<file path="src/rtl/core/assert_macros.svh">
// Assertion macros shared by the divider and top-level RTL files.
`ifndef ASSERT_MACROS_SVH
`define ASSERT_MACROS_SVH

`ifndef SYNTHESIS
// Property holds at every clock edge outside reset.
`define RCSG_PROP(lbl, clk, rst_n, prop) \
	lbl: assert property (@(posedge clk) disable iff (!rst_n) prop) \
		else $error("assertion failed");
// Condition never holds outside reset.
`define RCSG_NEVER(lbl, clk, rst_n, cond) \
	lbl: assert property (@(posedge clk) disable iff (!rst_n) !(cond)) \
		else $error("assertion failed");
`else
`define RCSG_PROP(lbl, clk, rst_n, prop)
`define RCSG_NEVER(lbl, clk, rst_n, cond)
`endif

`endif

</file>
<file path="src/rtl/core/rcsg_pkg.sv">
`default_nettype none
package rcsg_pkg;
	localparam int TIME_WIDTH_DEF = 48;
	localparam int FRAC_BITS_DEF = 14;

	// Q30 magnitudes, 1.0 = 2^30, need 31 bits
	localparam int QW = 31;
	localparam logic [QW-1:0] Q30_ONE = 31'h4000_0000;

	localparam logic [15:0] BOUND_099 = 16'd32440;
	localparam logic [15:0] BOUND_ONE = 16'd32768;

	localparam logic [7:0] CFG_DEADZONE = 8'd0;
	localparam logic [7:0] CFG_EXPO = 8'd1;
	localparam logic [7:0] CFG_SUPEREXPO = 8'd2;
	localparam logic [7:0] CFG_GAIN = 8'd3;
	localparam logic [7:0] CFG_TIMEOUT = 8'd4;
	localparam logic [7:0] CFG_ENABLE = 8'd5;
	localparam logic [7:0] CFG_MANUAL = 8'd6;
	localparam logic [7:0] CFG_RC_SRC = 8'd7;

	typedef enum logic [3:0] {
		ST_IDLE,
		ST_GATE,
		ST_DZ,
		ST_DIV1,
		ST_DIV1_W,
		ST_M1,
		ST_M2,
		ST_M3,
		ST_M4,
		ST_ADD,
		ST_M5,
		ST_M6,
		ST_DIV2,
		ST_DIV2_W,
		ST_M7,
		ST_DONE
	} state_t;

	typedef struct packed {
		logic start;
		logic [QW-1:0] num;
		logic [QW-1:0] den;
	} div_req_t;

	typedef struct packed {
		logic done;
		logic [QW-1:0] quo;
	} div_rsp_t;

	typedef struct packed {
		logic ok;
		logic neg;
		logic [QW-1:0] mag;
	} gate_t;
endpackage
`default_nettype wire

</file>
<file path="src/rtl/core/rcsg_serdiv.sv">
`default_nettype none
`include "assert_macros.svh"
// Restoring divider, one quotient bit per cycle: quo = (num << 30) / den.
// Caller guarantees num <= den, so the quotient fits 31 bits.
module rcsg_serdiv
	import rcsg_pkg::*;
(
	input  wire logic     clk,
	input  wire logic     arst_n,
	input  wire div_req_t req,
	output div_rsp_t      rsp
);
	localparam int CW = $clog2(QW + 1);

	logic          busy_q;
	logic          done_q;
	logic [CW-1:0] cnt_q;
	logic [QW-1:0] rem_q;
	logic [QW-1:0] quo_q;
	logic [QW-1:0] den_q;
	logic [QW:0]   trial;
	logic [QW:0]   diff;
	logic          ge;

	assign trial = {rem_q, quo_q[QW-1]};
	assign diff = trial - {1'b0, den_q};
	assign ge = trial >= {1'b0, den_q};

	always_ff @(posedge clk or negedge arst_n) begin
		if (!arst_n) begin
			busy_q <= 1'b0;
			done_q <= 1'b0;
			cnt_q <= '0;
		end else begin
			done_q <= 1'b0;
			if (req.start) begin
				busy_q <= 1'b1;
				cnt_q <= CW'(QW);
			end else if (busy_q) begin
				cnt_q <= cnt_q - 1'b1;
				if (cnt_q == CW'(1)) begin
					busy_q <= 1'b0;
					done_q <= 1'b1;
				end
			end
		end
	end

	// dividend bits below the initial remainder shift through quo_q ahead of the quotient
	always_ff @(posedge clk) begin
		if (req.start) begin
			rem_q <= {1'b0, req.num[QW-1:1]};
			quo_q <= {req.num[0], {(QW-1){1'b0}}};
			den_q <= req.den;
		end else if (busy_q) begin
			rem_q <= ge ? diff[QW-1:0] : trial[QW-1:0];
			quo_q <= {quo_q[QW-2:0], ge};
		end
	end

	assign rsp.done = done_q;
	assign rsp.quo = quo_q;

	`RCSG_NEVER(a_no_restart, clk, arst_n, busy_q && req.start)
	`RCSG_PROP(a_start_busy, clk, arst_n, req.start |=> busy_q)
	`RCSG_PROP(a_done_idle, clk, arst_n, done_q |-> !busy_q)
endmodule
`default_nettype wire

</file>
<file path="src/rtl/core/rcsg_gate.sv">
`default_nettype none
// Request gating checks and yaw magnitude in Q30.
module rcsg_gate
	import rcsg_pkg::*;
#(
	parameter int TIME_WIDTH = TIME_WIDTH_DEF,
	parameter int FRAC_BITS = FRAC_BITS_DEF
) (
	input  wire logic [TIME_WIDTH-1:0] now_time,
	input  wire logic [TIME_WIDTH-1:0] mode_time,
	input  wire logic [7:0]            mode_source,
	input  wire logic [4:0]            mode_flags,
	input  wire logic [1:0]            rc_flags,
	input  wire logic [7:0]            rc_source,
	input  wire logic [TIME_WIDTH-1:0] rc_time,
	input  wire logic [TIME_WIDTH-1:0] rc_sample_time,
	input  wire logic signed [15:0]    throttle,
	input  wire logic signed [15:0]    yaw,
	input  wire logic                  requests_enabled,
	input  wire logic [31:0]           mode_timeout_us,
	input  wire logic [7:0]            manual_nav_code,
	input  wire logic [7:0]            rc_source_code,
	output gate_t                      gate
);
	localparam int SH = 30 - FRAC_BITS;
	localparam logic signed [31:0] STICK_ONE = 32'sd1 <<< FRAC_BITS;

	logic                  mode_ok;
	logic                  rc_ok;
	logic                  sticks_ok;
	logic [TIME_WIDTH-1:0] mode_age;
	logic signed [31:0]    thr_x;
	logic signed [31:0]    yaw_x;
	logic [16:0]           yaw_abs;

	assign mode_age = now_time - mode_time;
	assign thr_x = 32'(throttle);
	assign yaw_x = 32'(yaw);
	assign yaw_abs = yaw[15] ? 17'(-yaw_x) : 17'(yaw_x);

	assign mode_ok = mode_flags[0] && (mode_time != '0) && (mode_time <= now_time)
		&& (mode_age <= TIME_WIDTH'(mode_timeout_us)) && (mode_source == manual_nav_code)
		&& mode_flags[1] && (mode_flags[4:2] == 3'b000);

	assign sticks_ok = (thr_x >= -STICK_ONE) && (thr_x <= STICK_ONE)
		&& (yaw_x >= -STICK_ONE) && (yaw_x <= STICK_ONE);

	assign rc_ok = rc_flags[0] && rc_flags[1] && (rc_source == rc_source_code)
		&& (rc_time != '0) && (rc_sample_time != '0) && (rc_sample_time <= rc_time)
		&& (rc_time <= now_time) && sticks_ok;

	assign gate.ok = requests_enabled && mode_ok && rc_ok;
	assign gate.neg = yaw[15];
	assign gate.mag = {{(QW-17){1'b0}}, yaw_abs} << SH;
endmodule
`default_nettype wire

</file>
<file path="src/rtl/core/rc_stick_shaping_request_gate.sv">
// Channel   Dir  Handshake                 Payload
// s_axis    in   s_axis_tvalid/tready      one stick and mode snapshot
// m_axis    out  m_axis_tvalid/tready      one gated steering request
// cfg       in   cfg_valid/cfg_ready       cfg_index, cfg_data
//
// An item gated off or inside the deadzone skips to the output step, else it
// runs two 31-step bit-serial divisions plus seven shared multiplier steps.
// The next snapshot is accepted once the sequencer is back in idle, while the
// previous result may still wait in the output register.
// Reset is asynchronous, active low; configuration takes reset values.
// A stalled output holds the sequencer in its final step.
`default_nettype none
`include "assert_macros.svh"
module rc_stick_shaping_request_gate
	import rcsg_pkg::*;
#(
	parameter int TIME_WIDTH = TIME_WIDTH_DEF,
	parameter int FRAC_BITS = FRAC_BITS_DEF,
	localparam int IN_BITS = 4 * TIME_WIDTH + 55,
	localparam int IN_W = ((IN_BITS + 7) / 8) * 8,
	localparam int OUT_BITS = TIME_WIDTH + 65,
	localparam int OUT_W = ((OUT_BITS + 7) / 8) * 8
) (
	input  wire logic            clk,
	input  wire logic            arst_n,
	input  wire logic            s_axis_tvalid,
	output logic                 s_axis_tready,
	// now_time, mode_time, mode_source, mode_flags, rc_flags, rc_source,
	// rc_time, rc_sample_time, throttle, yaw
	input  wire logic [IN_W-1:0] s_axis_tdata,
	output logic                 m_axis_tvalid,
	input  wire logic            m_axis_tready,
	// request_valid, longitudinal, steering, sequence_res, sample_time
	output logic [OUT_W-1:0]     m_axis_tdata,
	input  wire logic            cfg_valid,
	output logic                 cfg_ready,
	input  wire logic [7:0]      cfg_index,
	input  wire logic [31:0]     cfg_data
);
	localparam int T = TIME_WIDTH;
	localparam int SH = 30 - FRAC_BITS;
	localparam int O_MT = T;
	localparam int O_MS = 2 * T;
	localparam int O_MF = 2 * T + 8;
	localparam int O_RF = 2 * T + 13;
	localparam int O_RS = 2 * T + 15;
	localparam int O_RT = 2 * T + 23;
	localparam int O_RST = 3 * T + 23;
	localparam int O_THR = 4 * T + 23;
	localparam int O_YAW = 4 * T + 39;

	state_t state_q, state_d;

	logic [IN_W-1:0]  in_q;
	logic [15:0]      dz_q, expo_q, sexp_q, gain_q;
	logic [31:0]      timeout_q;
	logic             enable_q;
	logic [7:0]       manual_q, rcsrc_q;
	logic [31:0]      seq_q;
	logic             m_valid_q;
	logic [OUT_W-1:0] m_data_q;

	gate_t            gate, gate_q;
	div_req_t         div_req;
	div_rsp_t         div_rsp;

	logic [QW-1:0]    w_bnd, e_bnd, s_bnd;
	logic [QW-1:0]    m1_q, c1_q, c_q, v_q, n_q, d_q, y_q;
	logic [2*QW-1:0]  t_q, p_q;
	logic [QW-1:0]    mul_a, mul_b;
	logic [2*QW-1:0]  mul_p;
	logic [2*QW-1:0]  sum;
	logic [46:0]      g;
	logic [QW-1:0]    gsat;
	logic [QW-1:0]    r;
	logic [15:0]      r16;
	logic [15:0]      steer;
	logic [15:0]      lon;
	logic [31:0]      seq_next;
	logic [OUT_BITS-1:0] out_bits;
	logic             out_free;
	logic             dz_zero;

	assign s_axis_tready = (state_q == ST_IDLE);
	assign cfg_ready = 1'b1;
	assign m_axis_tvalid = m_valid_q;
	assign m_axis_tdata = m_data_q;

	assign w_bnd = {(dz_q > BOUND_099 ? BOUND_099 : dz_q), 15'd0};
	assign e_bnd = {(expo_q > BOUND_ONE ? BOUND_ONE : expo_q), 15'd0};
	assign s_bnd = {(sexp_q > BOUND_099 ? BOUND_099 : sexp_q), 15'd0};

	rcsg_gate #(
		.TIME_WIDTH(TIME_WIDTH),
		.FRAC_BITS(FRAC_BITS)
	) u_gate (
		.now_time(in_q[0 +: T]),
		.mode_time(in_q[O_MT +: T]),
		.mode_source(in_q[O_MS +: 8]),
		.mode_flags(in_q[O_MF +: 5]),
		.rc_flags(in_q[O_RF +: 2]),
		.rc_source(in_q[O_RS +: 8]),
		.rc_time(in_q[O_RT +: T]),
		.rc_sample_time(in_q[O_RST +: T]),
		.throttle(in_q[O_THR +: 16]),
		.yaw(in_q[O_YAW +: 16]),
		.requests_enabled(enable_q),
		.mode_timeout_us(timeout_q),
		.manual_nav_code(manual_q),
		.rc_source_code(rcsrc_q),
		.gate(gate)
	);

	rcsg_serdiv u_div (
		.clk(clk),
		.arst_n(arst_n),
		.req(div_req),
		.rsp(div_rsp)
	);

	assign mul_p = {{QW{1'b0}}, mul_a} * {{QW{1'b0}}, mul_b};
	assign sum = t_q + p_q;
	assign g = mul_p[61:15];
	assign gsat = (g > {16'd0, Q30_ONE}) ? Q30_ONE : g[QW-1:0];
	assign dz_zero = !gate_q.ok || (gate_q.mag <= w_bnd);
	assign out_free = !m_valid_q || m_axis_tready;

	assign r = y_q >> SH;
	assign r16 = r[15:0];
	assign steer = gate_q.ok ? (gate_q.neg ? 16'(-r16) : r16) : 16'd0;
	assign lon = gate_q.ok ? in_q[O_THR +: 16] : 16'd0;
	assign seq_next = seq_q + 32'd1;
	assign out_bits = {in_q[O_RST +: T], seq_next, steer, lon, gate_q.ok};

	always_comb begin
		state_d = state_q;
		unique case (state_q)
			ST_IDLE:   if (s_axis_tvalid) state_d = ST_GATE;
			ST_GATE:   state_d = ST_DZ;
			ST_DZ:     state_d = dz_zero ? ST_DONE : ST_DIV1;
			ST_DIV1:   state_d = ST_DIV1_W;
			ST_DIV1_W: if (div_rsp.done) state_d = ST_M1;
			ST_M1:     state_d = ST_M2;
			ST_M2:     state_d = ST_M3;
			ST_M3:     state_d = ST_M4;
			ST_M4:     state_d = ST_ADD;
			ST_ADD:    state_d = ST_M5;
			ST_M5:     state_d = ST_M6;
			ST_M6:     state_d = ST_DIV2;
			ST_DIV2:   state_d = ST_DIV2_W;
			ST_DIV2_W: if (div_rsp.done) state_d = ST_M7;
			ST_M7:     state_d = ST_DONE;
			ST_DONE:   if (out_free) state_d = ST_IDLE;
			default:   state_d = ST_IDLE;
		endcase
	end

	always_comb begin
		div_req = '0;
		mul_a = '0;
		mul_b = '0;
		unique case (state_q)
			ST_DIV1: begin
				div_req.start = 1'b1;
				div_req.num = gate_q.mag - w_bnd;
				div_req.den = Q30_ONE - w_bnd;
			end
			ST_DIV2: begin
				div_req.start = 1'b1;
				div_req.num = n_q;
				div_req.den = d_q;
			end
			ST_M1: begin
				mul_a = m1_q;
				mul_b = m1_q;
			end
			ST_M2: begin
				mul_a = c1_q;
				mul_b = m1_q;
			end
			ST_M3: begin
				mul_a = Q30_ONE - e_bnd;
				mul_b = m1_q;
			end
			ST_M4: begin
				mul_a = e_bnd;
				mul_b = c_q;
			end
			ST_M5: begin
				mul_a = v_q;
				mul_b = Q30_ONE - s_bnd;
			end
			ST_M6: begin
				mul_a = m1_q;
				mul_b = s_bnd;
			end
			ST_M7: begin
				mul_a = y_q;
				mul_b = {{(QW-16){1'b0}}, gain_q};
			end
			default: begin
				div_req = '0;
			end
		endcase
	end

	always_ff @(posedge clk or negedge arst_n) begin
		if (!arst_n) begin
			state_q <= ST_IDLE;
			m_valid_q <= 1'b0;
			seq_q <= '0;
			dz_q <= '0;
			expo_q <= '0;
			sexp_q <= '0;
			gain_q <= '0;
			timeout_q <= 32'd500000;
			enable_q <= 1'b0;
			manual_q <= 8'd0;
			rcsrc_q <= 8'd1;
		end else begin
			state_q <= state_d;
			if (state_q == ST_DONE && out_free) begin
				m_valid_q <= 1'b1;
				seq_q <= seq_next;
			end else if (m_axis_tready) begin
				m_valid_q <= 1'b0;
			end
			if (cfg_valid) begin
				unique case (cfg_index)
					CFG_DEADZONE:  dz_q <= cfg_data[15:0];
					CFG_EXPO:      expo_q <= cfg_data[15:0];
					CFG_SUPEREXPO: sexp_q <= cfg_data[15:0];
					CFG_GAIN:      gain_q <= cfg_data[15:0];
					CFG_TIMEOUT:   timeout_q <= cfg_data;
					CFG_ENABLE:    enable_q <= cfg_data[0];
					CFG_MANUAL:    manual_q <= cfg_data[7:0];
					CFG_RC_SRC:    rcsrc_q <= cfg_data[7:0];
					default:       ;
				endcase
			end
		end
	end

	always_ff @(posedge clk) begin
		if (state_q == ST_IDLE && s_axis_tvalid) in_q <= s_axis_tdata;
		if (state_q == ST_DONE && out_free) m_data_q <= OUT_W'(out_bits);
		unique case (state_q)
			ST_GATE:   gate_q <= gate;
			ST_DZ:     if (dz_zero) y_q <= '0;
			ST_DIV1_W: if (div_rsp.done) m1_q <= (div_rsp.quo > Q30_ONE) ? Q30_ONE : div_rsp.quo;
			ST_M1:     c1_q <= mul_p[60:30];
			ST_M2:     c_q <= mul_p[60:30];
			ST_M3:     t_q <= mul_p;
			ST_M4:     p_q <= mul_p;
			ST_ADD:    v_q <= sum[60:30];
			ST_M5:     n_q <= mul_p[60:30];
			ST_M6:     d_q <= Q30_ONE - mul_p[60:30];
			ST_DIV2_W: if (div_rsp.done) y_q <= div_rsp.quo;
			ST_M7:     y_q <= gsat;
			default:   ;
		endcase
	end

	`RCSG_PROP(a_invalid_zero, clk, arst_n, (m_valid_q && !m_data_q[0]) |-> (m_data_q[32:1] == 32'd0))
	`RCSG_PROP(a_seq_moves, clk, arst_n, $rose(m_valid_q) |-> (seq_q != $past(seq_q)))
	`RCSG_PROP(a_div_waited, clk, arst_n, div_rsp.done |-> (state_q == ST_DIV1_W || state_q == ST_DIV2_W))
endmodule
`default_nettype wire

</file>
<file path="config.mk">
export PLATFORM = sky130hd
export DESIGN_NAME = rc_stick_shaping_request_gate
export DESIGN_NICKNAME = d
export VERILOG_FILES = /design/src/rtl/core/rcsg_pkg.sv /design/src/rtl/core/rcsg_serdiv.sv /design/src/rtl/core/rcsg_gate.sv /design/src/rtl/core/rc_stick_shaping_request_gate.sv
export VERILOG_INCLUDE_DIRS = /design/src /design/src/rtl/core
export SDC_FILE = /design/constraint.sdc
export NUM_CORES = 2
export LEC_CHECK = 0
export BUFFER_PORTS_ARGS = -buffer_cell sky130_fd_sc_hd__buf_2
export CAP_MARGIN = 20
export CORE_ASPECT_RATIO = 0.8
export CORE_MARGIN = 5
export CORE_UTILIZATION = 64
export CTS_CLUSTER_SIZE = 14
export DETAILED_ROUTE_END_ITERATION = 8
export PLACE_DENSITY = 0.83
export SYNTH_ARGS = -nofsm -noshare
export SYNTH_HDL_FRONTEND = slang
export SYNTH_HIERARCHICAL = 1
export SYNTH_SLANG_ARGS = --single-unit
export TNS_END_PERCENT = 1
</file>
<file path="constraint.sdc">
create_clock -name clk -period 15.6 [get_ports clk]
set_clock_uncertainty 0.2 [all_clocks]
set_input_delay 4.68 -clock clk [delete_from_list [all_inputs] [get_ports clk]]
set_output_delay 4.68 -clock clk [all_outputs]
set_load 0.03 [all_outputs]
</file>
==> run metrics <==
Buf/Inv on CP 5; Async S/R FF share, synth 15.99%; status finished with violations; Worst Path Max Fanout 17; most frequent cells in the layout inv_1 (1,242), nand2_1 (1,217), fa_1 (840), edfxtp_1 (794), ha_1 (546); Rows 116; setup violators final 0; crit path max-delay cell type nor3b_4; Worst Reg-to-Reg Cells 40; starting density of the core 64.62%; Residual DRC 1; area growth from synthesis to layout 9.271%; setup tns final 0 ns; fin crit share 92.12%; clock tree buffer depth 3; CTS sink count 982; post-synthesis cell count 7,941; Least-Margin Pin Slew 1.302 ns; DRT Wirelength 258,200 µm; clk root buf clkbuf_16; Hold-fix buffers, CTS 0; CP max stage delay 0.81 ns; Die X-Extent 407.8 µm; failing checks DRC; largest net degree at the start of global routing 103; DR vias/cell 6.374; Synth Warn # 6; Fmax achieved 69.58 MHz; first-pass GRT wire length 388,100 µm; Fin. Hold Viols 0; drt pass-1 iters 9; ANT nets after route 0; max cap viols 0; Hold Path End seq_q[31]; RSZ-0062 raised after global routing no; DR WL/cell 25.71 µm; vias in the first global route 64,150; Cells on Worst Hold Path 1; most used cell, CP fa_1; initial antenna violation count 49; relative slew slack 12.89%; nets@finish 9,947; die area 133,900 µm²; CP arrival 14.73 ns; R2R Setup Slk 1.23 ns; Worst Setup Start Kind flop; Hold Path Class reg -> reg; FF+latch count, synth 982; clk slew on worst S/H paths 0.06 ns; R2R Path End y_q[29]; synthesized area 81,030 µm²; worst skew pair latency 0.74 ns; critical path's top delay family simple AND/OR/NAND/NOR gates; # Post-CTS Setup Buffers 0; IO Pins 416; Crit Path Class reg -> reg; RePlAce Congestion 1.031; Reg-to-Reg Start sexp_q[1]; Hold Crit Start seq_q[31]; total gr overflow 0; cts repair resizes 0; post-synthesis sequential area ratio 35.05%; Post-synth top flop edfxtp_1; detailed-route via count 64,020; shortest period the worst path allows 14.37 ns; CTS Buf Count 94; Netlist cell types 107; Iteration-0 DRC Markers 8,385; Critical Path End Type flop; CTS H-tree lvls 3; Post-synth EDFFs 794; die height 328.3 µm; IO buf count 406; Post-DP HPWL 198,700 µm; layout cells sized above 1 11.00%; WP data required 15.96 ns; fin. max-slew vios 0; CTS tree built; most common cell after layout, fill and taps aside inv_1; syn_area_per_cell 10.20 µm²; overall routing resource usage 38.19%; CORE AREA 125,400 µm²
==> flip-flops by register name, summed over array words and instances (netlist names), 32 cells and up <==
name,cells
in_q,247
t_q,61
m_axis_tdata,113
seq_q,32
timeout_q,32
gate_q,33
p_q,61
==> logic make-up (layout without fill, tap and decap cells) <==
kind of cell,count (synthesis),count (layout),synth area share (%)
other cells,3,67,0.01390
simple gates,2398,2398,13.58
flops,982,982,35.05
buf+inv,1593,1979,7.574
fa+ha+maj,1386,1386,29.18
mux,169,169,2.281
xor+xnor,299,299,3.232
compound gates,1111,1111,9.081
==> Yosys cell counts, types with 21 or more instances <==
cell type | instances | area [µm²]
fa_1 | 840 | 16820
or3_1 | 35 | 219.0
nand2_1 | 1217 | 4568
nor2b_1 | 37 | 231.5
nand2b_1 | 33 | 206.5
o211ai_1 | 28 | 210.2
nor2_1 | 367 | 1378
o31ai_1 | 23 | 172.7
clkbuf_1 | 281 | 1055
o21bai_1 | 36 | 270.3
and3_1 | 41 | 256.5
mux2i_1 | 44 | 440.4
a211oi_1 | 41 | 307.8
xor2_1 | 103 | 902.1
nand4_1 | 101 | 631.9
o21ai_0 | 211 | 1056
xnor2_1 | 196 | 1717
inv_1 | 1244 | 4669
a31oi_1 | 42 | 262.8
and2_1 | 174 | 1089
nand3_1 | 104 | 520.5
buf_1 | 21 | 78.83
dfxtp_1 | 31 | 620.6
a21oi_1 | 306 | 1531
and4_1 | 27 | 236.5
a32o_1 | 22 | 220.2
nor3_1 | 98 | 490.5
edfxtp_1 | 794 | 23840
o21a_1 | 37 | 277.8
nor4_1 | 83 | 519.3
mux2_2 | 125 | 1408
buf_4 | 29 | 217.7
a22oi_1 | 39 | 292.8
dfrtp_1 | 149 | 3729
a21o_1 | 104 | 780.8
ha_1 | 546 | 6832
==> final cells by class <==
cell class | instances | area [µm²]
clock buffers | 134 | 2613
repair buffers | 554 | 3233
inverters | 1248 | 4691
clock inverters | 43 | 673.1
fillers | 8764 | 36860
multi-input cells | 5388 | 46760
well taps | 1652 | 2067
flip-flops and latches | 982 | 28400
diodes | 42 | 105.1
==> per-layer routing <==
| metal | part of all wire, % | GRT usage, % | vias to the layer above |
|---|---|---|---|
| met4 | 5.4 | 16.76 | 16 |
| met2 | 42 | 55.35 | 4686 |
| met5 | 0.040 | 0 | - |
| met1 | 37 | 52.44 | 31350 |
| li1 | - | - | 27160 |
| met3 | 15 | 13.50 | 805 |
==> how the worst max path moves through the flow <==
stage	slack (ns)	end	depth (start not counted)	startpoint
after floorplan	3.02	y_q[30]	38	state_q[3]
after global routing	1.02	y_q[29]	40	sexp_q[1]
after global placement	2.08	y_q[2]	32	state_q[0]
final	1.23	y_q[29]	40	sexp_q[1]
after detailed placement	1.97	y_q[19]	39	sexp_q[1]
after CTS	1.89	y_q[29]	39	sexp_q[1]
==> metrics by stage <==
step	hold WS (ns)	setup slack, ns	cell area (µm²)	utilization, %	instances
after floorplan	0.2504	3.019	81110	-	7963
after global placement	0.2781	2.083	85010	67.79	9817
after detailed placement	0.2785	1.968	85070	67.84	9819
after CTS	0.2922	1.893	88350	70.46	9996
after global routing	0.3075	1.020	88510	70.58	10030
final	0.2934	1.229	88540	70.61	10040
Power is left out: the tool's default activity adds up to more than one toggle a clock period on the data nets, which glitch-free logic cannot reach.
